$ cat config.mk
export PLATFORM = sky130hd
export DESIGN_NAME = i2c_register_access_master_top
export DESIGN_NICKNAME = d
export VERILOG_FILES = /design/src/rtl/i2cram_pkg.sv /design/src/rtl/i2cram_csr.sv /design/src/rtl/i2cram_seq.sv /design/src/rtl/i2cram_out.sv /design/src/rtl/i2c_register_access_master_top.sv
export VERILOG_INCLUDE_DIRS = /design/src /design/src/rtl
export SDC_FILE = /design/constraint.sdc
export NUM_CORES = 1
export LEC_CHECK = 0
export ABC_CLOCK_PERIOD_IN_PS = 4010
export BUFFER_PORTS_ARGS = -buffer_cell sky130_fd_sc_hd__buf_2
export CORE_ASPECT_RATIO = 0.8
export CORE_MARGIN = 2
export CORE_UTILIZATION = 25
export CTS_CLUSTER_SIZE = 24
export DETAILED_ROUTE_END_ITERATION = 8
export GPL_ROUTABILITY_DRIVEN = 0
export PLACE_DENSITY = 0.49
export SYNTH_ARGS = -nofsm -noshare
export SYNTH_HDL_FRONTEND = slang
export SYNTH_HIERARCHICAL = 1
export SYNTH_SLANG_ARGS = --single-unit
$ cat constraint.sdc
create_clock -name clock -period 4.01 [get_ports clock]
set_input_delay 0.6015 -clock clock [delete_from_list [all_inputs] [get_ports clock]]
set_output_delay 0.6015 -clock clock [all_outputs]
set_load 0.02 [all_outputs]
$ cat src/rtl/i2c_register_access_master_top_macros.svh
// Assertion macros for the I2C register access master.
// Used by the RTL files that carry concurrent checks; needs signals clock and reset.
`ifndef I2C_REGISTER_ACCESS_MASTER_TOP_MACROS_SVH
`define I2C_REGISTER_ACCESS_MASTER_TOP_MACROS_SVH

// clocked check, off while reset is high
`define I2CRAM_ASSERT(lbl, prop, msg) \
   lbl: assert property (@(posedge clock) disable iff (reset) (prop)) else $error(msg);

// clocked check, also active during reset
`define I2CRAM_ASSERT_ALWAYS(lbl, prop, msg) \
   lbl: assert property (@(posedge clock) (prop)) else $error(msg);

`endif

$ cat src/rtl/i2cram_pkg.sv
// Package for the I2C register access master: phase codes, command codes,
// register indexes and the structs passed between modules. No dependencies.
`default_nettype none
package i2cram_pkg;

   typedef enum logic [3:0] {
      PH_IDLE         = 4'd0,
      PH_START_HIGH   = 4'd1,
      PH_START_LOW    = 4'd2,
      PH_RESTART_PREP = 4'd3,
      PH_TX_LOW       = 4'd4,
      PH_TX_HIGH      = 4'd5,
      PH_ACK_LOW      = 4'd6,
      PH_ACK_HIGH     = 4'd7,
      PH_ACK_POLL     = 4'd8,
      PH_RX_LOW       = 4'd9,
      PH_RX_HIGH      = 4'd10,
      PH_NACK_LOW     = 4'd11,
      PH_NACK_HIGH    = 4'd12,
      PH_STOP_LOW     = 4'd13,
      PH_STOP_HIGH    = 4'd14,
      PH_STOP_END     = 4'd15
   } phase_type;

   localparam logic [1:0] OP_TICK  = 2'd0;
   localparam logic [1:0] OP_WRITE = 2'd1;
   localparam logic [1:0] OP_READ  = 2'd2;

   localparam logic [1:0] BS_ADDR = 2'd0;
   localparam logic [1:0] BS_REG  = 2'd1;
   localparam logic [1:0] BS_DATA = 2'd2;
   localparam logic [1:0] BS_RX   = 2'd3;

   localparam logic [1:0] CSR_DEVICE_ADDRESS = 2'd0;
   localparam logic [1:0] CSR_HALF_PERIOD    = 2'd1;
   localparam logic [1:0] CSR_ACK_TIMEOUT    = 2'd2;

   localparam logic       READ_BIT        = 1'b1;
   localparam logic [6:0] RST_DEVICE_ADDR = 7'd104;
   localparam logic [15:0] RST_HALF_PERIOD = 16'd5;
   localparam logic [7:0] RST_ACK_TIMEOUT = 8'd200;
   localparam logic [7:0] RST_READ_DATA   = 8'hFF;

   typedef struct packed {
      logic [6:0]  device_address;
      logic [15:0] half_period;
      logic [7:0]  ack_timeout;
   } cfg_type;

   typedef struct packed {
      logic       ack_error;
      logic [7:0] read_data;
      logic       done_res;
      logic       busy_res;
      logic       sda_pull_low;
      logic       scl_out;
   } result_type;

endpackage
`default_nettype wire

$ cat src/rtl/i2cram_csr.sv
// Configuration registers of the I2C register access master.
// Depends on i2cram_pkg.
`default_nettype none
module i2cram_csr (
   input  wire logic            clock,
   input  wire logic            reset,
   input  wire logic            csr_we,
   input  wire logic [1:0]      csr_index,
   input  wire logic [15:0]     csr_wdata,
   output i2cram_pkg::cfg_type  cfg
);
   import i2cram_pkg::*;

   cfg_type cfg_ff, cfg_in;

   always_comb begin
      cfg_in = cfg_ff;
      if (csr_we) begin
         unique case (csr_index)
            CSR_DEVICE_ADDRESS: cfg_in.device_address = csr_wdata[6:0];
            CSR_HALF_PERIOD:    cfg_in.half_period    = csr_wdata;
            CSR_ACK_TIMEOUT:    cfg_in.ack_timeout    = csr_wdata[7:0];
            default:            cfg_in = cfg_ff;
         endcase
      end
   end

   always_ff @(posedge clock) begin
      if (reset) begin
         cfg_ff.device_address <= RST_DEVICE_ADDR;
         cfg_ff.half_period    <= RST_HALF_PERIOD;
         cfg_ff.ack_timeout    <= RST_ACK_TIMEOUT;
      end else begin
         cfg_ff <= cfg_in;
      end
   end

   assign cfg = cfg_ff;

endmodule
`default_nettype wire

$ cat src/rtl/i2cram_seq.sv
// Bit-level bus sequencer: advances one tick per accepted transaction and
// computes the line levels and status for that tick. Depends on i2cram_pkg.
`default_nettype none
module i2cram_seq #(
   parameter int TIMER_BITS = 16
) (
   input  wire logic               clock,
   input  wire logic               reset,
   input  wire logic               step_en,
   input  wire logic [1:0]         operation,
   input  wire logic [7:0]         reg_address,
   input  wire logic [7:0]         write_data,
   input  wire logic               sda_in,
   input  wire i2cram_pkg::cfg_type cfg,
   output i2cram_pkg::result_type  result
);
   import i2cram_pkg::*;

   localparam int CW = (TIMER_BITS + 1 > 16) ? TIMER_BITS + 1 : 16;

   phase_type             phase_ff, phase_in;
   logic [TIMER_BITS-1:0] timer_ff, timer_in, timer_adv;
   logic [TIMER_BITS:0]   timer_nx;
   logic                  half_done;
   logic [2:0]            bit_ff, bit_in;
   logic [3:0]            bit_nx;
   logic [7:0]            shift_ff, shift_in;
   logic [7:0]            rx_ff, rx_in;
   logic [7:0]            wait_ff, wait_in;
   logic [8:0]            wait_nx;
   logic                  is_read_ff, is_read_in;
   logic                  err_ff, err_in;
   logic [1:0]            step_ff, step_in;
   logic [7:0]            lreg_ff, lreg_in;
   logic [7:0]            ldata_ff, ldata_in;
   logic                  done;

   always_comb begin
      phase_in   = phase_ff;
      timer_in   = timer_ff;
      bit_in     = bit_ff;
      shift_in   = shift_ff;
      rx_in      = rx_ff;
      wait_in    = wait_ff;
      is_read_in = is_read_ff;
      err_in     = err_ff;
      step_in    = step_ff;
      lreg_in    = lreg_ff;
      ldata_in   = ldata_ff;
      done       = 1'b0;

      timer_nx  = {1'b0, timer_ff} + {{TIMER_BITS{1'b0}}, 1'b1};
      half_done = (CW'(timer_nx) >= CW'(cfg.half_period)) || timer_nx[TIMER_BITS];
      timer_adv = half_done ? '0 : timer_nx[TIMER_BITS-1:0];
      bit_nx    = {1'b0, bit_ff} + 4'd1;
      wait_nx   = {1'b0, wait_ff} + 9'd1;

      unique case (phase_ff)
         PH_IDLE: begin
            if (operation == OP_WRITE || operation == OP_READ) begin
               is_read_in = (operation == OP_READ);
               lreg_in    = reg_address;
               ldata_in   = write_data;
               err_in     = 1'b0;
               step_in    = BS_ADDR;
               bit_in     = '0;
               wait_in    = '0;
               timer_in   = '0;
               phase_in   = PH_START_HIGH;
            end
         end
         PH_START_HIGH: begin
            timer_in = timer_adv;
            if (half_done) phase_in = PH_START_LOW;
         end
         PH_START_LOW: begin
            timer_in = timer_adv;
            if (half_done) begin
               shift_in = (step_ff == BS_ADDR) ? {cfg.device_address, 1'b0}
                                               : {cfg.device_address, READ_BIT};
               bit_in   = '0;
               phase_in = PH_TX_LOW;
            end
         end
         PH_RESTART_PREP: begin
            timer_in = timer_adv;
            if (half_done) phase_in = PH_START_HIGH;
         end
         PH_TX_LOW: begin
            timer_in = timer_adv;
            if (half_done) phase_in = PH_TX_HIGH;
         end
         PH_TX_HIGH: begin
            timer_in = timer_adv;
            if (half_done) begin
               shift_in = {shift_ff[6:0], 1'b0};
               if (bit_nx[3]) begin
                  bit_in   = '0;
                  phase_in = PH_ACK_LOW;
               end else begin
                  bit_in   = bit_nx[2:0];
                  phase_in = PH_TX_LOW;
               end
            end
         end
         PH_ACK_LOW: begin
            timer_in = timer_adv;
            if (half_done) phase_in = PH_ACK_HIGH;
         end
         PH_ACK_HIGH: begin
            timer_in = timer_adv;
            if (half_done) begin
               wait_in  = '0;
               phase_in = PH_ACK_POLL;
            end
         end
         PH_ACK_POLL: begin
            timer_in = '0;
            if (!sda_in) begin
               wait_in = '0;
               case (step_ff)
                  BS_ADDR: begin
                     step_in  = BS_REG;
                     shift_in = lreg_ff;
                     bit_in   = '0;
                     phase_in = PH_TX_LOW;
                  end
                  BS_REG: begin
                     step_in = BS_DATA;
                     if (is_read_ff) begin
                        phase_in = PH_RESTART_PREP;
                     end else begin
                        shift_in = ldata_ff;
                        bit_in   = '0;
                        phase_in = PH_TX_LOW;
                     end
                  end
                  BS_DATA: begin
                     if (is_read_ff) begin
                        step_in  = BS_RX;
                        shift_in = '0;
                        bit_in   = '0;
                        phase_in = PH_RX_LOW;
                     end else begin
                        phase_in = PH_STOP_LOW;
                     end
                  end
                  default: phase_in = PH_STOP_LOW;
               endcase
            end else if (wait_nx >= {1'b0, cfg.ack_timeout}) begin
               wait_in  = '0;
               err_in   = 1'b1;
               phase_in = PH_STOP_LOW;
            end else begin
               wait_in = wait_nx[7:0];
            end
         end
         PH_RX_LOW: begin
            timer_in = timer_adv;
            if (half_done) phase_in = PH_RX_HIGH;
         end
         PH_RX_HIGH: begin
            timer_in = timer_adv;
            if (half_done) begin
               shift_in = {shift_ff[6:0], sda_in};
               if (bit_nx[3]) begin
                  bit_in   = '0;
                  rx_in    = {shift_ff[6:0], sda_in};
                  phase_in = PH_NACK_LOW;
               end else begin
                  bit_in   = bit_nx[2:0];
                  phase_in = PH_RX_LOW;
               end
            end
         end
         PH_NACK_LOW: begin
            timer_in = timer_adv;
            if (half_done) phase_in = PH_NACK_HIGH;
         end
         PH_NACK_HIGH: begin
            timer_in = timer_adv;
            if (half_done) phase_in = PH_STOP_LOW;
         end
         PH_STOP_LOW: begin
            timer_in = timer_adv;
            if (half_done) phase_in = PH_STOP_HIGH;
         end
         PH_STOP_HIGH: begin
            timer_in = timer_adv;
            if (half_done) phase_in = PH_STOP_END;
         end
         PH_STOP_END: begin
            timer_in = timer_adv;
            if (half_done) begin
               done     = 1'b1;
               step_in  = BS_ADDR;
               phase_in = PH_IDLE;
            end
         end
         default: begin
            timer_in = '0;
            phase_in = PH_IDLE;
         end
      endcase
   end

   always_comb begin
      result.scl_out      = 1'b1;
      result.sda_pull_low = 1'b0;
      case (phase_in)
         PH_START_LOW: begin
            result.scl_out      = 1'b1;
            result.sda_pull_low = 1'b1;
         end
         PH_RESTART_PREP, PH_ACK_LOW, PH_RX_LOW, PH_NACK_LOW: begin
            result.scl_out      = 1'b0;
            result.sda_pull_low = 1'b0;
         end
         PH_TX_LOW: begin
            result.scl_out      = 1'b0;
            result.sda_pull_low = !shift_in[7];
         end
         PH_TX_HIGH: begin
            result.scl_out      = 1'b1;
            result.sda_pull_low = !shift_in[7];
         end
         PH_STOP_LOW: begin
            result.scl_out      = 1'b0;
            result.sda_pull_low = 1'b1;
         end
         PH_STOP_HIGH: begin
            result.scl_out      = 1'b1;
            result.sda_pull_low = 1'b1;
         end
         default: begin
            result.scl_out      = 1'b1;
            result.sda_pull_low = 1'b0;
         end
      endcase
      result.busy_res  = (phase_in != PH_IDLE);
      result.done_res  = done;
      result.read_data = rx_in;
      result.ack_error = err_in;
   end

   always_ff @(posedge clock) begin
      if (reset) begin
         phase_ff   <= PH_IDLE;
         timer_ff   <= '0;
         bit_ff     <= '0;
         shift_ff   <= '0;
         rx_ff      <= RST_READ_DATA;
         wait_ff    <= '0;
         is_read_ff <= 1'b0;
         err_ff     <= 1'b0;
         step_ff    <= BS_ADDR;
         lreg_ff    <= '0;
         ldata_ff   <= '0;
      end else if (step_en) begin
         phase_ff   <= phase_in;
         timer_ff   <= timer_in;
         bit_ff     <= bit_in;
         shift_ff   <= shift_in;
         rx_ff      <= rx_in;
         wait_ff    <= wait_in;
         is_read_ff <= is_read_in;
         err_ff     <= err_in;
         step_ff    <= step_in;
         lreg_ff    <= lreg_in;
         ldata_ff   <= ldata_in;
      end
   end

endmodule
`default_nettype wire

$ cat src/rtl/i2cram_out.sv
// Result register of the I2C register access master: holds one transaction
// until the receiver takes it. Depends on i2cram_pkg.
`default_nettype none
module i2cram_out (
   input  wire logic                   clock,
   input  wire logic                   reset,
   input  wire logic                   load,
   input  wire i2cram_pkg::result_type result,
   output logic                        space,
   output logic                        rsp_tvalid,
   input  wire logic                   rsp_tready,
   output i2cram_pkg::result_type      rsp_result
);
   import i2cram_pkg::*;

   logic       valid_ff, valid_in;
   result_type data_ff;

   assign space    = !valid_ff || rsp_tready;
   assign valid_in = load || (valid_ff && !rsp_tready);

   always_ff @(posedge clock) begin
      if (reset) begin
         valid_ff <= 1'b0;
      end else begin
         valid_ff <= valid_in;
      end
   end

   always_ff @(posedge clock) begin
      if (load) begin
         data_ff <= result;
      end
   end

   assign rsp_tvalid = valid_ff;
   assign rsp_result = data_ff;

endmodule
`default_nettype wire

$ cat src/rtl/i2c_register_access_master_top.sv
// Top level of the single-byte I2C register access master.
// Depends on i2cram_pkg, i2cram_csr, i2cram_seq, i2cram_out and the macro header.
//
// Every req transaction is one timebase tick. On a tick in idle, a write (1)
// or read (2) command starts a bus transfer; other codes, and commands while
// busy, just advance time. Each req transaction yields exactly one rsp
// transaction carrying the bus line levels, busy, done, the last read byte
// and the error flag after that tick.
// The registered rsp transaction is valid in the cycle after req acceptance.
// Throughput: one tick per cycle when not stalled; the sequencer updates in
// the accepting cycle; the single result register is reloaded while drained.
// Stall: when rsp_tready is low and a result is held, req_tready drops and
// the sequencer holds its state; no tick is lost or repeated.
// Reset (synchronous): idle, lines released, read byte all ones, registers at
// device address 104, half period 5 ticks, acknowledge timeout 200 samples.
// csr writes are taken at any edge with csr_we high; write them while idle.
`default_nettype none
`include "i2c_register_access_master_top_macros.svh"
module i2c_register_access_master_top #(
   parameter int TIMER_BITS = 16
) (
   input  wire logic        clock,
   input  wire logic        reset,
   input  wire logic        req_tvalid,
   output logic             req_tready,
   input  wire logic [23:0] req_tdata,   // reg_address[7:0], write_data[15:8], sda_in[16]
   input  wire logic [1:0]  req_tuser,   // operation[1:0]
   output logic             rsp_tvalid,
   input  wire logic        rsp_tready,
   output logic [15:0]      rsp_tdata,   // scl_out[0], sda_pull_low[1], busy_res[2],
                                         // done_res[3], read_data[11:4], ack_error[12]
   input  wire logic        csr_we,
   input  wire logic [1:0]  csr_index,
   input  wire logic [15:0] csr_wdata
);
   import i2cram_pkg::*;

   cfg_type    cfg;
   result_type result;
   result_type rsp_result;
   logic       space;
   logic       accept;

   assign req_tready = space;
   assign accept     = req_tvalid && space;

   i2cram_csr u_csr (
      .clock     (clock),
      .reset     (reset),
      .csr_we    (csr_we),
      .csr_index (csr_index),
      .csr_wdata (csr_wdata),
      .cfg       (cfg)
   );

   i2cram_seq #(
      .TIMER_BITS (TIMER_BITS)
   ) u_seq (
      .clock       (clock),
      .reset       (reset),
      .step_en     (accept),
      .operation   (req_tuser),
      .reg_address (req_tdata[7:0]),
      .write_data  (req_tdata[15:8]),
      .sda_in      (req_tdata[16]),
      .cfg         (cfg),
      .result      (result)
   );

   i2cram_out u_out (
      .clock      (clock),
      .reset      (reset),
      .load       (accept),
      .result     (result),
      .space      (space),
      .rsp_tvalid (rsp_tvalid),
      .rsp_tready (rsp_tready),
      .rsp_result (rsp_result)
   );

   assign rsp_tdata = {3'b000, rsp_result.ack_error, rsp_result.read_data,
                       rsp_result.done_res, rsp_result.busy_res,
                       rsp_result.sda_pull_low, rsp_result.scl_out};

   `I2CRAM_ASSERT(a_done_not_busy,
      rsp_tvalid && rsp_result.done_res |-> !rsp_result.busy_res,
      "done reported while busy")
   `I2CRAM_ASSERT(a_idle_released,
      rsp_tvalid && !rsp_result.busy_res |-> rsp_result.scl_out && !rsp_result.sda_pull_low,
      "lines not released in idle")
   `I2CRAM_ASSERT(a_accept_yields_rsp, req_tvalid && req_tready |=> rsp_tvalid,
      "accepted tick produced no result")
   `I2CRAM_ASSERT_ALWAYS(a_reset_empty, reset |=> !rsp_tvalid, "result pending after reset")

endmodule
`default_nettype wire
==> flow_summary.json, run 1 <==
{
  "status": "finished clean",
  "grt_use_total_pct": 12.6,
  "layout_commonest_cell": "dfxtp_1",
  "async_flop_share_pct": 0,
  "num_antenna_cells": 0,
  "grt.busiest_layer": "met2",
  "cp.required_ns": 4.26,
  "worst_ir_drop_vdd_uv": 201,
  "synth_edf_count": 13,
  "clkTransAtPathRegs_ns": 0.08,
  "hold_violations": 0,
  "postCtsHoldBufs": 0,
  "overflow": 0,
  "place.port_buffers": 56,
  "path_class": "reg -> reg",
  "viasPerCell": 4.65,
  "dp_slack_ns": -0.0642,
  "synth.cell_area_um2": 6190,
  "fin_crit_sh_pct": 95.7,
  "vias": 5180,
  "ant_nets": 0,
  "drive_above_1_share_pct": 19.2,
  "setup.worst_path.end_class": "register",
  "clock_sinks": 112,
  "yosys_most_used_dff": "dfxtp_1",
  "slew_headroom_pct": 33.5,
  "cts_buffers": 9,
  "antenna_found_initial": 1,
  "met1_usage_pct": 18.3,
  "setup_viol_count_final": 0,
  "power_density_nw_per_um2": 342,
  "grtUsageMet3_pct": 3.15,
  "fillCellCount": 2562,
  "stdcell_area_um2": 7420,
  "min_path_type": "reg -> reg",
  "initial_core_util_pct": 25.5,
  "fmax_mhz": 261,
  "syn_to_final_growth_pct": 19.8,
  "cp_max_fo": 8,
  "layout_common_cells": "dfxtp_1, nor2_1, nand2_1, buf_2, nand2b_1",
  "core_um2": 24300,
  "rows": 51,
  "pin_count": 67,
  "yosys_warnings": 6,
  "chipHeight_um": 145,
  "drt-initial-drc-count": 369,
  "crit_path_start_kind": "register",
  "grt_max_degree": 95,
  "critPathArrivalTime_ns": 4.09,
  "cts_root_buf": "clkbuf_16",
  "yosysSeqAreaShare_pct": 38.3,
  "synth_cell_type_count": 64,
  "maxSlewViolCount": 0,
  "dp_hpwl_um": 11700,
  "grtUsageMet2_pct": 19.0,
  "worst_slew_pin_slew_ns": 0.998,
  "insertion_delay_ns": 0.37,
  "die_x_um": 180,
  "cap_viol_max_count": 0,
  "die_area_um2": 26100,
  "clockBufferDepth": 2,
  "drc": 0,
  "clock_skew_ns": 0.0117,
  "syn_area_per_cell_um2": 8.59,
  "cts-htree-levels": 3,
  "dr.pass1.iters": 5,
  "routed_wl_um": 16000,
  "dpl_cell_area_um2": 7020,
  "finalCoreUtilization_pct": 30.5,
  "grt_pass1_wl_um": 26200,
  "period_minus_slack_ns": 3.84,
  "syn_inst": 721,
  "finalPower_mw": 2.54,
  "cts_tree": "yes",
  "p_leak_nw": 2.96,
  "fin_nets": 873,
  "ys_seq_elements": 112,
  "grt_pass1_vias": 4975,
  "wl_per_cell_um": 14.4,
  "fin_ws_ns": 0.171
}
state kept, by name (all words and copies together), names as in the netlist:
signal and cells:
u_seq/rx_ff 8, u_seq/lreg_ff 8, u_seq/is_read_ff 1, u_seq/wait_ff 8
u_seq/bit_ff 3, u_seq/phase_ff 4, u_seq/timer_ff 16, u_out/rsp_tvalid 1
u_seq/shift_ff 8, u_seq/step_ff 2, u_seq/ldata_ff 8, u_seq/err_ff 1
u_out/rsp_result 13, u_csr/cfg 31
power breakdown:
group / internal [mW] / total [mW] / switching (mW)
clock network: 0.537 / 0.998 / 0.461
logic: 0.134 / 0.335 / 0.201
registers: 1.18 / 1.20 / 0.0264
per-stage QoR:
step	instances	TNS (ns)	hold WS [ns]
2_1_floorplan	723	0	0.436
3_3_place_gp	1097	-0.0692	0.443
3_5_place_dp	1097	-0.497	0.449
4_1_cts	1113	0	0.458
5_1_grt	1115	-0.0444	0.464
6_report	1115	0	0.460
Yosys cell counts (all sizes together), types with 3 or more instances:
cell type,instances,area (um^2)
nand2,64,240
mux2,10,113
nor2b,10,62.6
a211oi,4,30.0
nand3,16,80.1
nand3b,11,82.6
xnor2,8,70.1
clkbuf,31,116
a21oi,47,239
buf,14,106
mux2i,36,360
a22oi,26,195
nand4,11,68.8
and2,5,31.3
edfxtp,13,390
a21o,3,22.5
a211o,8,70.1
o22ai,8,50.1
and3,12,75.1
ha,32,400
xor2,13,114
or2,4,25.0
inv,29,109
a31oi,3,18.8
nand2b,48,308
dfxtp,99,1980
nor2,73,274
nor3,16,80.1
o21ai,30,150
kinds of logic (layout without fill, tap and decap cells):
family	Yosys count	count (layout)	share of synthesized area, %
buffers and inverters	75	149	5.42
multiplexers	46	46	7.64
AO/OA/AOI/OAI	153	153	16.0
XOR/XNOR	21	21	2.97
flip-flops	112	112	38.3
AND/OR/NAND/NOR	281	281	23.1
adder cells (fa/ha/maj)	32	32	6.47
other	1	3	0.0606
metal layers:
metal | up-vias | wire, um
met3 | 12 | 717
li1 | 2672 | -
met4 | 2 | 156
met2 | 100 | 6640
met5 | - | 13
met1 | 2394 | 8520
path summary, 6_finish.rpt:
check	from	to	slack [ns]	depth (start not counted)
max	u_seq/timer_ff[0]	u_seq/rx_ff[1]	0.17	17
max reg2reg	u_seq/timer_ff[0]	u_seq/rx_ff[1]	0.17	17
min	u_seq/lreg_ff[1]	u_seq/lreg_ff[1]	0.46	2
min reg2reg	u_seq/lreg_ff[1]	u_seq/lreg_ff[1]	0.46	2
critical path, stage by stage, from the launching register on:
cell and delay, ns:
dfxtp_1 0.36, ha_1 0.18, and3_4 0.21, and3_4 0.21
nand2_1 0.10, nor2_2 0.11, xor2_1 0.24, ha_1 0.21
nand4_1 0.14, nor2_1 0.14, a221oi_1 0.08, buf_4 0.15
or2_2 0.31, and2_4 0.19, nor4_4 0.29, buf_6 0.18
mux2_2 0.35, a211o_1 0.28
final cells by class:
cell class	instances	area [um^2]	area share, %
Multi-Input combinational cell	536	3550	47.8
Clock buffer	10	250	3.37
Timing Repair Buffer	103	652	8.79
Inverter	30	113	1.52
Clock inverter	6	81.3	1.10
Sequential cell	112	2370	32.0
Tap cell	318	398	5.37
what timing repair did:
| item | in CTS | in global routing |
|---|---|---|
| pin swaps | 1 | 3 |
| setup buffers | 0 | 2 |
| endpoints found under the setup margin | 12 | 53 |
| gates resized for setup | 1 | 15 |
(Power assumes the default switching activity.)
==> run 2, diff against run 1 <==
--- a/config.mk
+++ b/config.mk
@@ -7,9 +7,9 @@
 export NUM_CORES = 1
 export LEC_CHECK = 0
 export ABC_CLOCK_PERIOD_IN_PS = 4010
-export BUFFER_PORTS_ARGS = -buffer_cell sky130_fd_sc_hd__buf_2
+export BUFFER_PORTS_ARGS = -buffer_cell sky130_fd_sc_hd__buf_4
 export CORE_ASPECT_RATIO = 0.8
-export CORE_MARGIN = 2
+export CORE_MARGIN = 10
 export CORE_UTILIZATION = 25
 export CTS_CLUSTER_SIZE = 24
 export DETAILED_ROUTE_END_ITERATION = 8
==> run 2 against run 1 <==
Compared with the run above:
- clock skew grew 0.0029 ns
- worst setup slack gained 0.058 ns
- clock-buffer cell count grew 2
- combinational power grew 3%
==> flow_summary.json, run 2 (synthesis gave the netlist of run 1 again) <==
{
  "status": "finished clean",
  "die_area_um2": 31500,
  "clock_sinks": 112,
  "clockBufferDepth": 2,
  "place_inst": 1097,
  "grt_pass1_wl_um": 27400,
  "min_path_type": "reg -> reg",
  "min-delay-start": "u_seq/lreg_ff[2]",
  "cp_max_fo": 8,
  "finalPower_mw": 2.45,
  "cp-startpoint": "u_seq/timer_ff[1]",
  "fin_crit_sh_pct": 94.3,
  "layout_commonest_cell": "buf_4",
  "reg2reg_from": "u_seq/timer_ff[1]",
  "viasPerCell": 4.67,
  "period_minus_slack_ns": 3.78,
  "syn_to_final_growth_pct": 20.8,
  "fin_nets": 871,
  "cts_buffers": 9,
  "dp_hpwl_um": 12400,
  "fmax_mhz": 264,
  "setup.worst_path.end_class": "register",
  "pin_count": 67,
  "drive_above_1_share_pct": 18.4,
  "ant_nets": 0,
  "drc": 0,
  "rows": 51,
  "hold_violations": 0,
  "p_leak_nw": 2.98,
  "core_um2": 24400,
  "finalCoreUtilization_pct": 30.7,
  "cp.required_ns": 4.26,
  "cts_tree": "yes",
  "grt_use_total_pct": 10.7,
  "overflow": 0,
  "grt_pass1_vias": 4986,
  "path_class": "reg -> reg",
  "maxSlewViolCount": 0,
  "grt_setup_unrepaired": "false",
  "setup_viol_count_final": 0,
  "cts_root_buf": "clkbuf_16",
  "largest_register_ffs": 31,
  "initial_core_util_pct": 25.4,
  "num_antenna_cells": 0,
  "crit_path_start_kind": "register",
  "final_cells": 1113,
  "cts-htree-levels": 3,
  "insertion_delay_ns": 0.36,
  "wl_per_cell_um": 15.2,
  "drt-initial-drc-count": 294,
  "worst_slew_pin_slew_ns": 1.04,
  "die_x_um": 196,
  "layout_common_cells": "buf_4, dfxtp_1, nor2_1, nand2_1, nand2b_1",
  "power_density_nw_per_um2": 327,
  "critPathArrivalTime_ns": 4.03,
  "worst_ir_drop_vdd_uv": 188,
  "clock_skew_ns": 0.0146,
  "chipHeight_um": 161,
  "cap_viol_max_count": 0,
  "place.port_buffers": 56,
  "whs_ns": 0.459,
  "routed_wl_um": 16900,
  "vias": 5198,
  "dr.pass1.iters": 5,
  "clkTransAtPathRegs_ns": 0.08,
  "antenna_found_initial": 0,
  "grt_max_degree": 68,
  "slew_headroom_pct": 31.0
}
-- run 2: critical path, cell delays in order (launching register included) --
cell and delay, ns:
dfxtp_1 0.36, ha_1 0.18, and3_4 0.20, and3_4 0.21, nand2_1 0.08, nor2_1 0.12, xor2_1 0.24, ha_1 0.20
nand4_1 0.11, nor2_1 0.12, a221oi_1 0.08, buf_4 0.16, or2_2 0.31, and2_4 0.19, nor4_4 0.28, buf_6 0.18
mux2_2 0.35, a211o_1 0.29
-- run 2: final timing paths --
path	slack, ns	end	depth (start not counted)
max	0.23	u_seq/rx_ff[0]	17
min	0.46	u_seq/lreg_ff[2]	2
min reg2reg	0.46	u_seq/lreg_ff[2]	2
max reg2reg	0.23	u_seq/rx_ff[0]	17
-- run 2: area by class of cell --
type	count	area, um^2
Clock buffer	12	256
Timing Repair Buffer	101	774
Inverter	30	113
Multi-Input combinational cell	536	3530
Fill cell	2619	16900
Clock inverter	4	35.0
Tap cell	318	398
Sequential cell	112	2370
-- run 2: power by group --
part           internal [mW]  total [mW]  switching, mW
clock network          0.464       0.896          0.432
logic                  0.149       0.346          0.197
registers               1.18        1.21         0.0288
total                   1.79        2.45          0.658
-- run 2: repair_timing --
item	CTS	global route
buffers inserted	0	0
resized for setup	1	10
setup endpoints to repair	18	49
hold buffers	0	0
pin swaps	1	2
hold endpoints to repair	0	0
-- run 2: stage by stage --
step                setup WS [ns]  setup TNS (ns)  area, um^2
detailed placement        -0.0901          -0.882        7150
global placement          -0.0263          -0.204        7150
CTS                        0.0163               0        7450
global route               0.0138               0        7480
floorplan                  0.0885               0        6200
finish                      0.229               0        7480
-- run 2: routing by layer --
metal	wire length [um]	vias to the layer above	global-route usage [%]
li1	-	2668	-
met4	112	0	1.98
met3	843	5	3.31
met5	0	-	0
met1	8690	2437	14.9
met2	7240	88	15.7
